===== src/sv/date_normalizer_unit_macros.svh =====
// ----------------------------------------------------------------------------
// Date normalizer assertion macros
// Concurrent checks sampled on i_clk, disabled while i_rst_n is low.
// ----------------------------------------------------------------------------
`ifndef DATE_NORMALIZER_UNIT_MACROS_SVH
`define DATE_NORMALIZER_UNIT_MACROS_SVH

// Consequent must hold in the same cycle as the antecedent.
`define DNU_ASSERT_SAME_CYCLE(lbl, ante, cons) \
    lbl: assert property (@(posedge i_clk) disable iff (!i_rst_n) (ante) |-> (cons)) \
        else $error("date normalizer check failed");

// Consequent must hold in the cycle after the antecedent.
`define DNU_ASSERT_NEXT_CYCLE(lbl, ante, cons) \
    lbl: assert property (@(posedge i_clk) disable iff (!i_rst_n) (ante) |=> (cons)) \
        else $error("date normalizer check failed");

`endif


===== src/sv/dnu_pkg.sv =====
// ----------------------------------------------------------------------------
// Date normalizer package
// Widths, calendar constants, sequencer states and shared helper functions.
// ----------------------------------------------------------------------------
`default_nettype none

package dnu_pkg;

    // Width of the raw day field.
    localparam int DAY_BITS = 16;

    // Working day register: holds the 400-year day count and a month of margin.
    localparam int DAY_W = ((DAY_BITS > 18) ? DAY_BITS : 18) + 2;
    // Working year register: input year plus whole cycles folded out of the day.
    localparam int YEAR_W = (DAY_BITS > 26) ? DAY_BITS - 8 : 18;
    // Year-modulo register, wide enough to hold the raw year before reduction.
    localparam int YM_W = 16;
    // Signed step applied to the year by one step update (up to one full 400-year cycle).
    localparam int YEAR_OP_W = 10;

    localparam int IN_W = DAY_BITS + 8 + 16;
    localparam int IN_TDATA_W = ((IN_W + 7) / 8) * 8;
    localparam int OUT_W = 5 + 4 + 16 + 3;
    localparam int OUT_TDATA_W = ((OUT_W + 7) / 8) * 8;
    localparam int OUT_PAD_W = OUT_TDATA_W - OUT_W;

    localparam int CYCLE_DAYS = 146097;
    localparam int CYCLE_YEARS = 400;
    localparam int CENTURY = 100;
    localparam int MONTHS = 12;

    // Restoring reduction of the year by 400 << k, k from MOD_STEPS-1 down to 0.
    localparam int MOD_STEPS = 7;
    localparam int K_W = $clog2(MOD_STEPS);

    localparam logic signed [DAY_W-1:0] CYC_DAYS_D = DAY_W'(CYCLE_DAYS);
    localparam logic signed [YEAR_OP_W-1:0] CYC_YEARS_Y = YEAR_OP_W'(CYCLE_YEARS);
    localparam logic [YM_W-1:0] YM_CYCLE = YM_W'(CYCLE_YEARS);
    localparam logic [YM_W-1:0] YM_LAST = YM_W'(CYCLE_YEARS - 1);
    localparam logic signed [7:0] MONTHS_S = 8'(MONTHS);
    localparam logic [3:0] MONTH_DEC = 4'(MONTHS);
    localparam logic [3:0] MONTH_FEB = 4'd2;
    localparam logic [3:0] MONTH_JAN = 4'd1;

    typedef enum logic [2:0] {
        ERR_OK         = 3'd0,
        ERR_DAY_ZERO   = 3'd1,
        ERR_MONTH_ZERO = 3'd2,
        ERR_YEAR_LOW   = 3'd3,
        ERR_YEAR_OVF   = 3'd4
    } t_err;

    typedef enum logic [2:0] {
        ST_IDLE,
        ST_MOD,
        ST_FOLD,
        ST_CYC,
        ST_WALK,
        ST_FIN
    } t_state;

    // Working context carried through the sequencer.
    typedef struct packed {
        logic signed [DAY_W-1:0]  day;
        logic signed [7:0]        month;
        logic signed [YEAR_W-1:0] year;
        logic [YM_W-1:0]          ym;
        logic [K_W-1:0]           k;
    } t_ctx;

    // Output beat, last member in the lowest bits.
    typedef struct packed {
        logic [OUT_PAD_W-1:0] pad;
        t_err                 error_code;
        logic signed [15:0]   norm_year;
        logic [3:0]           norm_month;
        logic [4:0]           norm_day;
    } t_result;

    localparam logic [4:0] MONTH_LEN [13] = '{
        5'd0, 5'd31, 5'd28, 5'd31, 5'd30, 5'd31, 5'd30,
        5'd31, 5'd31, 5'd30, 5'd31, 5'd30, 5'd31
    };

    // Leap test on the year reduced modulo 400.
    function automatic logic f_is_leap(input logic [8:0] ym);
        logic by4;
        logic century;
        by4 = (ym[1:0] == 2'd0);
        century = (ym == 9'(CENTURY)) || (ym == 9'(2 * CENTURY))
               || (ym == 9'(3 * CENTURY));
        return (by4 && !century) || (ym == 9'd0);
    endfunction

    function automatic logic [4:0] f_days_in(input logic [3:0] m, input logic leap);
        logic [3:0] idx;
        idx = (m == 4'd0) ? MONTH_JAN : ((m > MONTH_DEC) ? MONTH_DEC : m);
        if (m == MONTH_FEB && leap) begin
            return 5'd29;
        end
        return MONTH_LEN[idx];
    endfunction

endpackage

`default_nettype wire


===== src/sv/dnu_step.sv =====
// ----------------------------------------------------------------------------
// Date normalizer step unit
// One day adder and one year adder, steered by the sequencer phase.
// ----------------------------------------------------------------------------
`default_nettype none

module dnu_step (
    input  dnu_pkg::t_state i_state,
    input  dnu_pkg::t_ctx   i_ctx,
    output dnu_pkg::t_ctx   o_ctx,
    output logic            o_done
);
    import dnu_pkg::*;

    logic signed [DAY_W-1:0]     day;
    logic signed [DAY_W-1:0]     d_op;
    logic signed [7:0]           mon;
    logic signed [YEAR_W-1:0]    yr;
    logic signed [YEAR_OP_W-1:0] y_op;
    logic [YM_W-1:0]             ym;
    logic [YM_W-1:0]             ym_sub;
    logic                        ym_inc;
    logic                        ym_dec;
    logic                        leap;
    logic [3:0]                  m_cur;
    logic [3:0]                  m_prev;
    logic [4:0]                  len;
    logic [4:0]                  len_prev;

    always_comb begin
        day    = i_ctx.day;
        mon    = i_ctx.month;
        yr     = i_ctx.year;
        ym     = i_ctx.ym;
        o_ctx  = i_ctx;
        o_done = 1'b0;
        d_op   = '0;
        y_op   = '0;
        ym_inc = 1'b0;
        ym_dec = 1'b0;

        ym_sub   = YM_CYCLE << i_ctx.k;
        leap     = f_is_leap(ym[8:0]);
        m_cur    = mon[3:0];
        m_prev   = (m_cur == MONTH_JAN) ? MONTH_DEC : m_cur - 4'd1;
        len      = f_days_in(m_cur, leap);
        len_prev = f_days_in(m_prev, leap);

        case (i_state)
            ST_MOD: begin
                if (ym >= ym_sub) begin
                    o_ctx.ym = ym - ym_sub;
                end
                if (i_ctx.k == '0) begin
                    o_done = 1'b1;
                end else begin
                    o_ctx.k = i_ctx.k - K_W'(1);
                end
            end
            ST_FOLD: begin
                if (mon > MONTHS_S) begin
                    o_ctx.month = mon - MONTHS_S;
                    y_op = YEAR_OP_W'(1);
                    ym_inc = 1'b1;
                end else if (mon <= 8'sd0) begin
                    o_ctx.month = mon + MONTHS_S;
                    y_op = -YEAR_OP_W'(1);
                    ym_dec = 1'b1;
                end else begin
                    o_done = 1'b1;
                end
            end
            ST_CYC: begin
                if (day > CYC_DAYS_D) begin
                    d_op = -CYC_DAYS_D;
                    y_op = CYC_YEARS_Y;
                end else if (day <= -CYC_DAYS_D) begin
                    d_op = CYC_DAYS_D;
                    y_op = -CYC_YEARS_Y;
                end else begin
                    o_done = 1'b1;
                end
            end
            ST_WALK: begin
                if (day > $signed(DAY_W'(len))) begin
                    // Advance one month forward.
                    d_op = -$signed(DAY_W'(len));
                    if (m_cur == MONTH_DEC) begin
                        o_ctx.month = 8'sd1;
                        y_op = YEAR_OP_W'(1);
                        ym_inc = 1'b1;
                    end else begin
                        o_ctx.month = mon + 8'sd1;
                    end
                end else if (day <= $signed(DAY_W'(0))) begin
                    // Borrow the previous month.
                    d_op = $signed(DAY_W'(len_prev));
                    o_ctx.month = $signed(8'(m_prev));
                    if (m_cur == MONTH_JAN) begin
                        y_op = -YEAR_OP_W'(1);
                        ym_dec = 1'b1;
                    end
                end else begin
                    o_done = 1'b1;
                end
            end
            default: begin
                o_done = 1'b1;
            end
        endcase

        o_ctx.day  = day + d_op;
        o_ctx.year = yr + YEAR_W'(y_op);
        if (ym_inc) begin
            o_ctx.ym = (ym == YM_LAST) ? '0 : ym + YM_W'(1);
        end else if (ym_dec) begin
            o_ctx.ym = (ym == '0) ? YM_LAST : ym - YM_W'(1);
        end
    end

endmodule

`default_nettype wire


===== src/sv/date_normalizer_unit.sv =====
// ----------------------------------------------------------------------------
// Date normalizer unit
// Folds a raw day, month and year into a valid Gregorian date or an error.
// ----------------------------------------------------------------------------
// Usage:
//   Slave stream s_* takes one raw date per beat; master stream m_* returns
//   one result beat per input beat, in order. A beat failing the error checks
//   (day zero, month zero, year below one) goes straight to the result.
//   A good date runs a sequencer around one step unit: restoring steps
//   reduce the year modulo 400, then it folds the month into range one
//   fold at a time, removes whole 400-year day spans and walks month by
//   month, with a closing step for each of those three phases. Up to 11
//   folds and about 1080 months walked for a 16-bit day can occur; the
//   walk sets the worst case. s_tready is high only while idle, so the
//   next beat can be taken in the cycle after the result is handed off.
//   A stalled receiver holds the sequencer in its final state only while the
//   output register is still full. Reset (synchronous, active low) empties
//   the output register and returns the sequencer to idle.
// ----------------------------------------------------------------------------
`default_nettype none

`include "date_normalizer_unit_macros.svh"

module date_normalizer_unit (
    input  logic                               i_clk,
    input  logic                               i_rst_n,
    input  logic                               s_tvalid,
    output logic                               s_tready,
    // raw_day[DAY_BITS], raw_month[8], raw_year[16], zero pad
    input  logic [dnu_pkg::IN_TDATA_W-1:0]     s_tdata,
    output logic                               m_tvalid,
    input  logic                               m_tready,
    // norm_day[5], norm_month[4], norm_year[16], error_code[3], zero pad
    output logic [dnu_pkg::OUT_TDATA_W-1:0]    m_tdata
);
    import dnu_pkg::*;

    t_state  r_state;
    t_state  n_state;
    t_ctx    r_ctx;
    t_ctx    n_ctx;
    t_err    r_err;
    t_err    n_err;
    t_ctx    step_ctx;
    logic    step_done;
    logic    r_m_valid;
    t_result r_out;
    t_result n_out;
    logic    load_out;

    logic signed [DAY_BITS-1:0] raw_day;
    logic signed [7:0]          raw_month;
    logic signed [15:0]         raw_year;
    logic                       year_ovf;
    t_err                       fin_err;

    logic                       in_calendar;
    logic                       month_in_range;
    logic                       out_is_err;
    logic                       out_fields_zero;
    logic                       out_fields_ok;

    // Unpack the input beat.
    assign raw_day   = s_tdata[DAY_BITS-1:0];
    assign raw_month = s_tdata[DAY_BITS+7:DAY_BITS];
    assign raw_year  = s_tdata[DAY_BITS+23:DAY_BITS+8];

    dnu_step u_step (
        .i_state (r_state),
        .i_ctx   (r_ctx),
        .o_ctx   (step_ctx),
        .o_done  (step_done)
    );

    // Year leaves the 16-bit signed range when its upper bits disagree.
    assign year_ovf = (r_ctx.year[YEAR_W-1:15] != '0) && (r_ctx.year[YEAR_W-1:15] != '1);
    assign fin_err  = (r_err == ERR_OK && year_ovf) ? ERR_YEAR_OVF : r_err;

    always_ff @(posedge i_clk) begin
        if (!i_rst_n) begin
            r_state <= ST_IDLE;
        end else begin
            r_state <= n_state;
        end
    end

    always_comb begin
        n_state  = r_state;
        n_ctx    = r_ctx;
        n_err    = r_err;
        load_out = 1'b0;
        s_tready = 1'b0;
        n_out    = '0;

        case (r_state)
            ST_IDLE: begin
                s_tready = 1'b1;
                if (s_tvalid) begin
                    n_ctx.day   = DAY_W'(raw_day);
                    n_ctx.month = raw_month;
                    n_ctx.year  = YEAR_W'(raw_year);
                    n_ctx.ym    = YM_W'(unsigned'(raw_year));
                    n_ctx.k     = K_W'(MOD_STEPS - 1);
                    if (raw_day == '0) begin
                        n_err = ERR_DAY_ZERO;
                    end else if (raw_month == 8'sd0) begin
                        n_err = ERR_MONTH_ZERO;
                    end else if (raw_year < 16'sd1) begin
                        n_err = ERR_YEAR_LOW;
                    end else begin
                        n_err = ERR_OK;
                    end
                    // Error beats skip the calendar work.
                    n_state = (n_err == ERR_OK) ? ST_MOD : ST_FIN;
                end
            end
            ST_MOD: begin
                n_ctx = step_ctx;
                if (step_done) begin
                    n_state = ST_FOLD;
                end
            end
            ST_FOLD: begin
                n_ctx = step_ctx;
                if (step_done) begin
                    n_state = ST_CYC;
                end
            end
            ST_CYC: begin
                n_ctx = step_ctx;
                if (step_done) begin
                    n_state = ST_WALK;
                end
            end
            ST_WALK: begin
                n_ctx = step_ctx;
                if (step_done) begin
                    n_state = ST_FIN;
                end
            end
            ST_FIN: begin
                n_out.error_code = fin_err;
                if (fin_err == ERR_OK) begin
                    n_out.norm_day   = r_ctx.day[4:0];
                    n_out.norm_month = r_ctx.month[3:0];
                    n_out.norm_year  = r_ctx.year[15:0];
                end
                // Hand off once the output register is free or draining.
                if (!r_m_valid || m_tready) begin
                    load_out = 1'b1;
                    n_state  = ST_IDLE;
                end
            end
            default: begin
                n_state = ST_IDLE;
            end
        endcase
    end

    always_ff @(posedge i_clk) begin
        r_ctx <= n_ctx;
        r_err <= n_err;
        if (load_out) begin
            r_out <= n_out;
        end
    end

    always_ff @(posedge i_clk) begin
        if (!i_rst_n) begin
            r_m_valid <= 1'b0;
        end else if (load_out) begin
            r_m_valid <= 1'b1;
        end else if (m_tready) begin
            r_m_valid <= 1'b0;
        end
    end

    assign m_tvalid = r_m_valid;
    assign m_tdata  = r_out;

    assign in_calendar     = r_state inside {ST_FOLD, ST_CYC, ST_WALK};
    assign month_in_range  = (r_ctx.month >= 8'sd1) && (r_ctx.month <= MONTHS_S);
    assign out_is_err      = (r_out.error_code != ERR_OK);
    assign out_fields_zero = (r_out.norm_day == 5'd0) && (r_out.norm_month == 4'd0)
                          && (r_out.norm_year == 16'sd0);
    assign out_fields_ok   = (r_out.norm_day != 5'd0) && (r_out.norm_month >= 4'd1)
                          && (r_out.norm_month <= MONTH_DEC);

    `DNU_ASSERT_SAME_CYCLE(a_walk_month, r_state == ST_WALK, month_in_range)
    `DNU_ASSERT_SAME_CYCLE(a_ym_reduced, in_calendar, r_ctx.ym < YM_CYCLE)
    `DNU_ASSERT_SAME_CYCLE(a_err_zero, r_m_valid && out_is_err, out_fields_zero)
    `DNU_ASSERT_SAME_CYCLE(a_ok_range, r_m_valid && !out_is_err, out_fields_ok)
    `DNU_ASSERT_NEXT_CYCLE(a_accept_start, s_tvalid && s_tready, r_state == ST_MOD || r_state == ST_FIN)

endmodule

`default_nettype wire

===== config.mk =====
export PLATFORM = sky130hd
export DESIGN_NAME = date_normalizer_unit
export DESIGN_NICKNAME = d
export VERILOG_FILES = /design/src/sv/dnu_pkg.sv /design/src/sv/dnu_step.sv /design/src/sv/date_normalizer_unit.sv
export VERILOG_INCLUDE_DIRS = /design/src /design/src/sv
export SDC_FILE = /design/constraint.sdc
export NUM_CORES = 1
export LEC_CHECK = 0
export BUFFER_PORTS_ARGS = -buffer_cell sky130_fd_sc_hd__buf_2
export CORE_ASPECT_RATIO = 1.2
export CORE_UTILIZATION = 50
export CTS_BUF_LIST = sky130_fd_sc_hd__clkbuf_2
export CTS_CLUSTER_DIAMETER = 60
export DETAILED_ROUTE_END_ITERATION = 12
export GPL_TIMING_DRIVEN = 0
export PLACE_DENSITY = 0.69
export SLEW_MARGIN = 20
export SYNTH_ARGS = -nofsm -noshare
export SYNTH_HDL_FRONTEND = slang
export SYNTH_HIERARCHICAL = 1
export SYNTH_SLANG_ARGS = --single-unit

===== constraint.sdc =====
create_clock -name i_clk -period 8.39 [get_ports i_clk]
set_clock_uncertainty 0.15 [all_clocks]
set_input_delay 0 -clock i_clk [delete_from_list [all_inputs] [get_ports i_clk]]
set_output_delay 0 -clock i_clk [all_outputs]
set_load 0.05 [all_outputs]

==> metrics.md <==
| Metric | Value |
|---|---|
| Outcome | `finished with violations` |
| Failing checks | `DRC` |
| VDD IR max | `0.000225 V` |
| Vias in the first global route | `8553` |
| R2R setup slack | `0.76 ns` |
| Initial drt markers | `864` |
| RD Place Congestion | `0.946` |
| Area of the mapped netlist | `0.00913 mm2` |
| Die ar. | `0.0188 mm2` |
| Synthesized flop and latch total | `99` |
| CP Capture Type | `flop` |
| Post-Route Setup TNS | `0 ns` |
| Top-count cell post-synth | `nand2_1` |
| Synth warn | `6` |
| Part of the cycle the worst path needs | `0.909` |
| # IOs | `78` |
| RSZ-0062 raised after global routing | `false` |
| Hold crit path type | `in2reg` |
| Critical setup path kind | `reg2reg` |
| Placed cell count | `1417` |
| Core ar. | `0.0177 mm2` |
| # clock sinks | `99` |
| Post-route minimum period | `7.63 ns` |
| FILL cells | `1610` |
| Pre-antenna DRT Iters | `9` |
| Final instance area | `0.0108 mm2` |
| Max clock buf depth | `2` |
| Placed cell area | `0.00992 mm2` |
| Initial antenna violation count | `1` |
| Synth cell types | `91` |
| Layout cells sized above 1 | `0.116` |
| First-pass GRT wire length | `43.2 mm` |
| Worst r2r path cells | `27` |
| Critical Path AT | `7.94 ns` |
| Top cell type's share of synthesized area | `0.312` |
| Clock Latency Late Sink | `0.64 ns` |
| HPWL after detailed placement | `20.8 mm` |
| Root buf cell | `clkbuf_2` |
| Reg2Reg Launch Point | `r_ctx[11]` |
| Starting density of the core | `0.516` |
| FF+latch area | `0.00293 mm2` |
| CTS tree | `built` |
| Antenna Violating Nets Remaining | `0` |
| Post-CTS setup buffer count | `0` |
| CP Launch Type | `flop` |
| Finished Layout Cells | `1507` |
| Internal Power | `2.06 mW` |
| Top cells by area, synth | `edfxtp_1 (31%), nand2_1 (9.2%), ha_1 (8.8%)` |
| Top post-synthesis cells by count | `nand2_1 (225), edfxtp_1 (95), nor2_1 (91)` |
| Peak Freq | `131 MHz` |
| Die W | `125 um` |
| Final slew viol count | `0` |
| LEAKAGE | `4.48 nW` |
| Area leader, netlist | `edfxtp_1` |
| FP Rows | `53` |
| Gr ovfl total | `0` |
| H-tree levels | `3` |
| Overall routed net length | `27.5 mm` |
| Async SR Flop Fraction | `0` |
| Hold depth | `4` |
| Worst hold start | `s_tdata[30]` |
| Cells after synthesis | `1117` |
| Number of synthesized flops with an enable pin | `95` |
| Most used DFF post-synth | `edfxtp_1` |
| Critical Path RT | `8.70 ns` |
| Synthesized area per cell | `8.18 um2` |
| Wire per inst | `18.2 um` |
| Vias per cell | `5.94` |
| MaxCap Viol Count | `0` |
| Switch share | `0.524` |
| Hold Fails Final Rpt | `0` |
| Area growth, synth to finish | `17.7%` |
| Reg clk slew, reported paths | `0.31 ns` |
| Power Dens Cells | `403 mW/mm2` |
| Cts bufs inserted | `9` |
| Setup Viol. Count Final | `0` |
| DRC violations left | `6` |
| GRT Overall Usage | `0.295` |
| Min-Delay Endpoint | `r_ctx[9]` |
| # port buffers | `73` |
| Comb pwr share | `0.690` |
| Worst r2r dst | `r_ctx[35]` |
| Worst Path Max Fanout | `10` |
| Clock power share | `0.053` |
| Multi-input logic area | `0.00583 mm2` |
| Vias | `8949` |
| Final nets | `1390` |
| Sequential fraction of the synthesis area | `0.321` |
| Post-layout util | `0.607` |
| Worst-Margin Slew | `1.05 ns` |
| Relative slew margins | `0.301` |
| P_sw | `2.27 mW` |
| Largest net degree at the start of global routing | `21` |
| Sequential share of power | `0.257` |
| Height of the die | `150 um` |
-- layout make-up --
type                       count  area share
antenna                        1    0.000233
inverter                      35      0.0125
timing repair buffer         150       0.112
multi-input combinational    932       0.542
tap                          220      0.0256
buffer                        54      0.0254
clock buffer                  10     0.00465
clock inverter                 6     0.00454
sequential                    99       0.273
-- worst max-delay path by stage --
| stage | startpoint | to | slack [ns] |
|---|---|---|---|
| 2_1_floorplan | r_ctx[11] | r_ctx[63] | 2.02 |
| 3_3_place_gp | r_ctx[11] | r_ctx[35] | 0.70 |
| 3_5_place_dp | r_ctx[11] | r_ctx[35] | 0.63 |
| 4_1_cts | r_ctx[11] | r_ctx[35] | 0.60 |
| 5_1_grt | r_ctx[11] | r_ctx[35] | 0.20 |
| 6_report | r_ctx[11] | r_ctx[35] | 0.76 |
-- worst max-delay path, stage by stage, from the launching register on --
cell and delay [ns]:
edfxtp_1 0.48, clkbuf_1 0.26, nand2b_1 0.22, o22ai_1 0.15, nand4b_1 0.11, o31a_1 0.13, o21a_1 0.23, a21oi_1 0.16
o221ai_1 0.27, nor3_2 0.49, ha_1 0.35, a211o_1 0.30, a31oi_1 0.32, a32oi_4 0.13, o211ai_1 0.26, clkbuf_1 0.41
o21ai_0 0.37, ha_1 0.33, ha_1 0.24, or3_1 0.34, o21ai_0 0.15, a31oi_1 0.06, a21oi_1 0.47, o2bb2ai_1 0.24
a2111o_1 0.49, nand3_1 0.09, o211ai_1 0.09, a21o_1 0.17
-- flip-flops by register name, summed over array words and instances (netlist names) --
signal / count
r_ctx: 65
m_tdata: 28
r_state: 3
r_err: 2
m_tvalid: 1
-- cells in the final DEF, fill, tap and decap left out, types with 6 or more instances in the layout --
cell,count
nand2_1,225
nor3b_1,6
a211oi_1,6
or2_2,6
a21o_1,21
xnor2_1,45
or4_1,6
a31oi_1,12
inv_1,34
dlygate4sd3_1,73
nand3_1,36
xor2_1,18
o22ai_1,10
and2_1,40
clkbuf_2,10
o21a_1,8
nor3_1,33
o21ai_0,46
mux2i_1,8
o21ai_1,9
a21oi_1,60
nor2_1,90
edfxtp_1,95
buf_2,84
buf_4,9
nand2b_1,13
ha_1,64
and3_1,11
or3_1,8
nand4_1,9
a221oi_1,9
clkbuf_1,30
o211ai_1,9
nor4_1,16
o221ai_1,11
-- per-layer routing --
metal,share of wire,track usage,wire [um],up-vias
met5,0,0,0,-
met3,0.047,0.0354,1290,75
met2,0.49,0.532,13500,289
met4,0.044,0.148,1220,0
li1,-,-,-,4408
met1,0.42,0.348,11500,4177
-- logic make-up (layout without fill, tap and decap cells) --
logic type | Yosys count | count (layout) | synth area share
AO/OA/AOI/OAI | 260 | 260 | 0.198
XOR/XNOR | 63 | 63 | 0.0604
adder cells (fa/ha/maj) | 65 | 65 | 0.0899
buffers and inverters | 89 | 255 | 0.0445
flip-flops | 99 | 99 | 0.321
multiplexers | 11 | 11 | 0.0123
other | 1 | 5 | 0.000411
AND/OR/NAND/NOR | 529 | 529 | 0.274
-- per-stage QoR --
step	hold WS [ns]	setup WS, ns	power, mW
2_1_floorplan	-0.0324	2.02	3.25
3_3_place_gp	0.130	0.704	3.95
3_5_place_dp	0.134	0.626	4.03
4_1_cts	0.00506	0.604	4.29
5_1_grt	0.0303	0.203	4.68
6_report	0.0536	0.763	4.33
-- power groups by stage --
| stage | Sequential, mW | Clock [mW] | Combinational (mW) |
|---|---|---|---|
| global route | 1.14 | 0.252 | 3.29 |
| floorplan | 1.11 | 0 | 2.14 |
| finish | 1.11 | 0.230 | 2.98 |
| detailed placement | 1.13 | 0 | 2.90 |
| CTS | 1.11 | 0.238 | 2.94 |
| global placement | 1.15 | 0 | 2.80 |
-- repair_timing --
item                                    CTS  global route
resized for setup                         0             1
endpoints found under the hold margin    93             0
endpoints found under the setup margin    0             3
hold buffers                             73             0
Power figures use the tool's default switching activity.
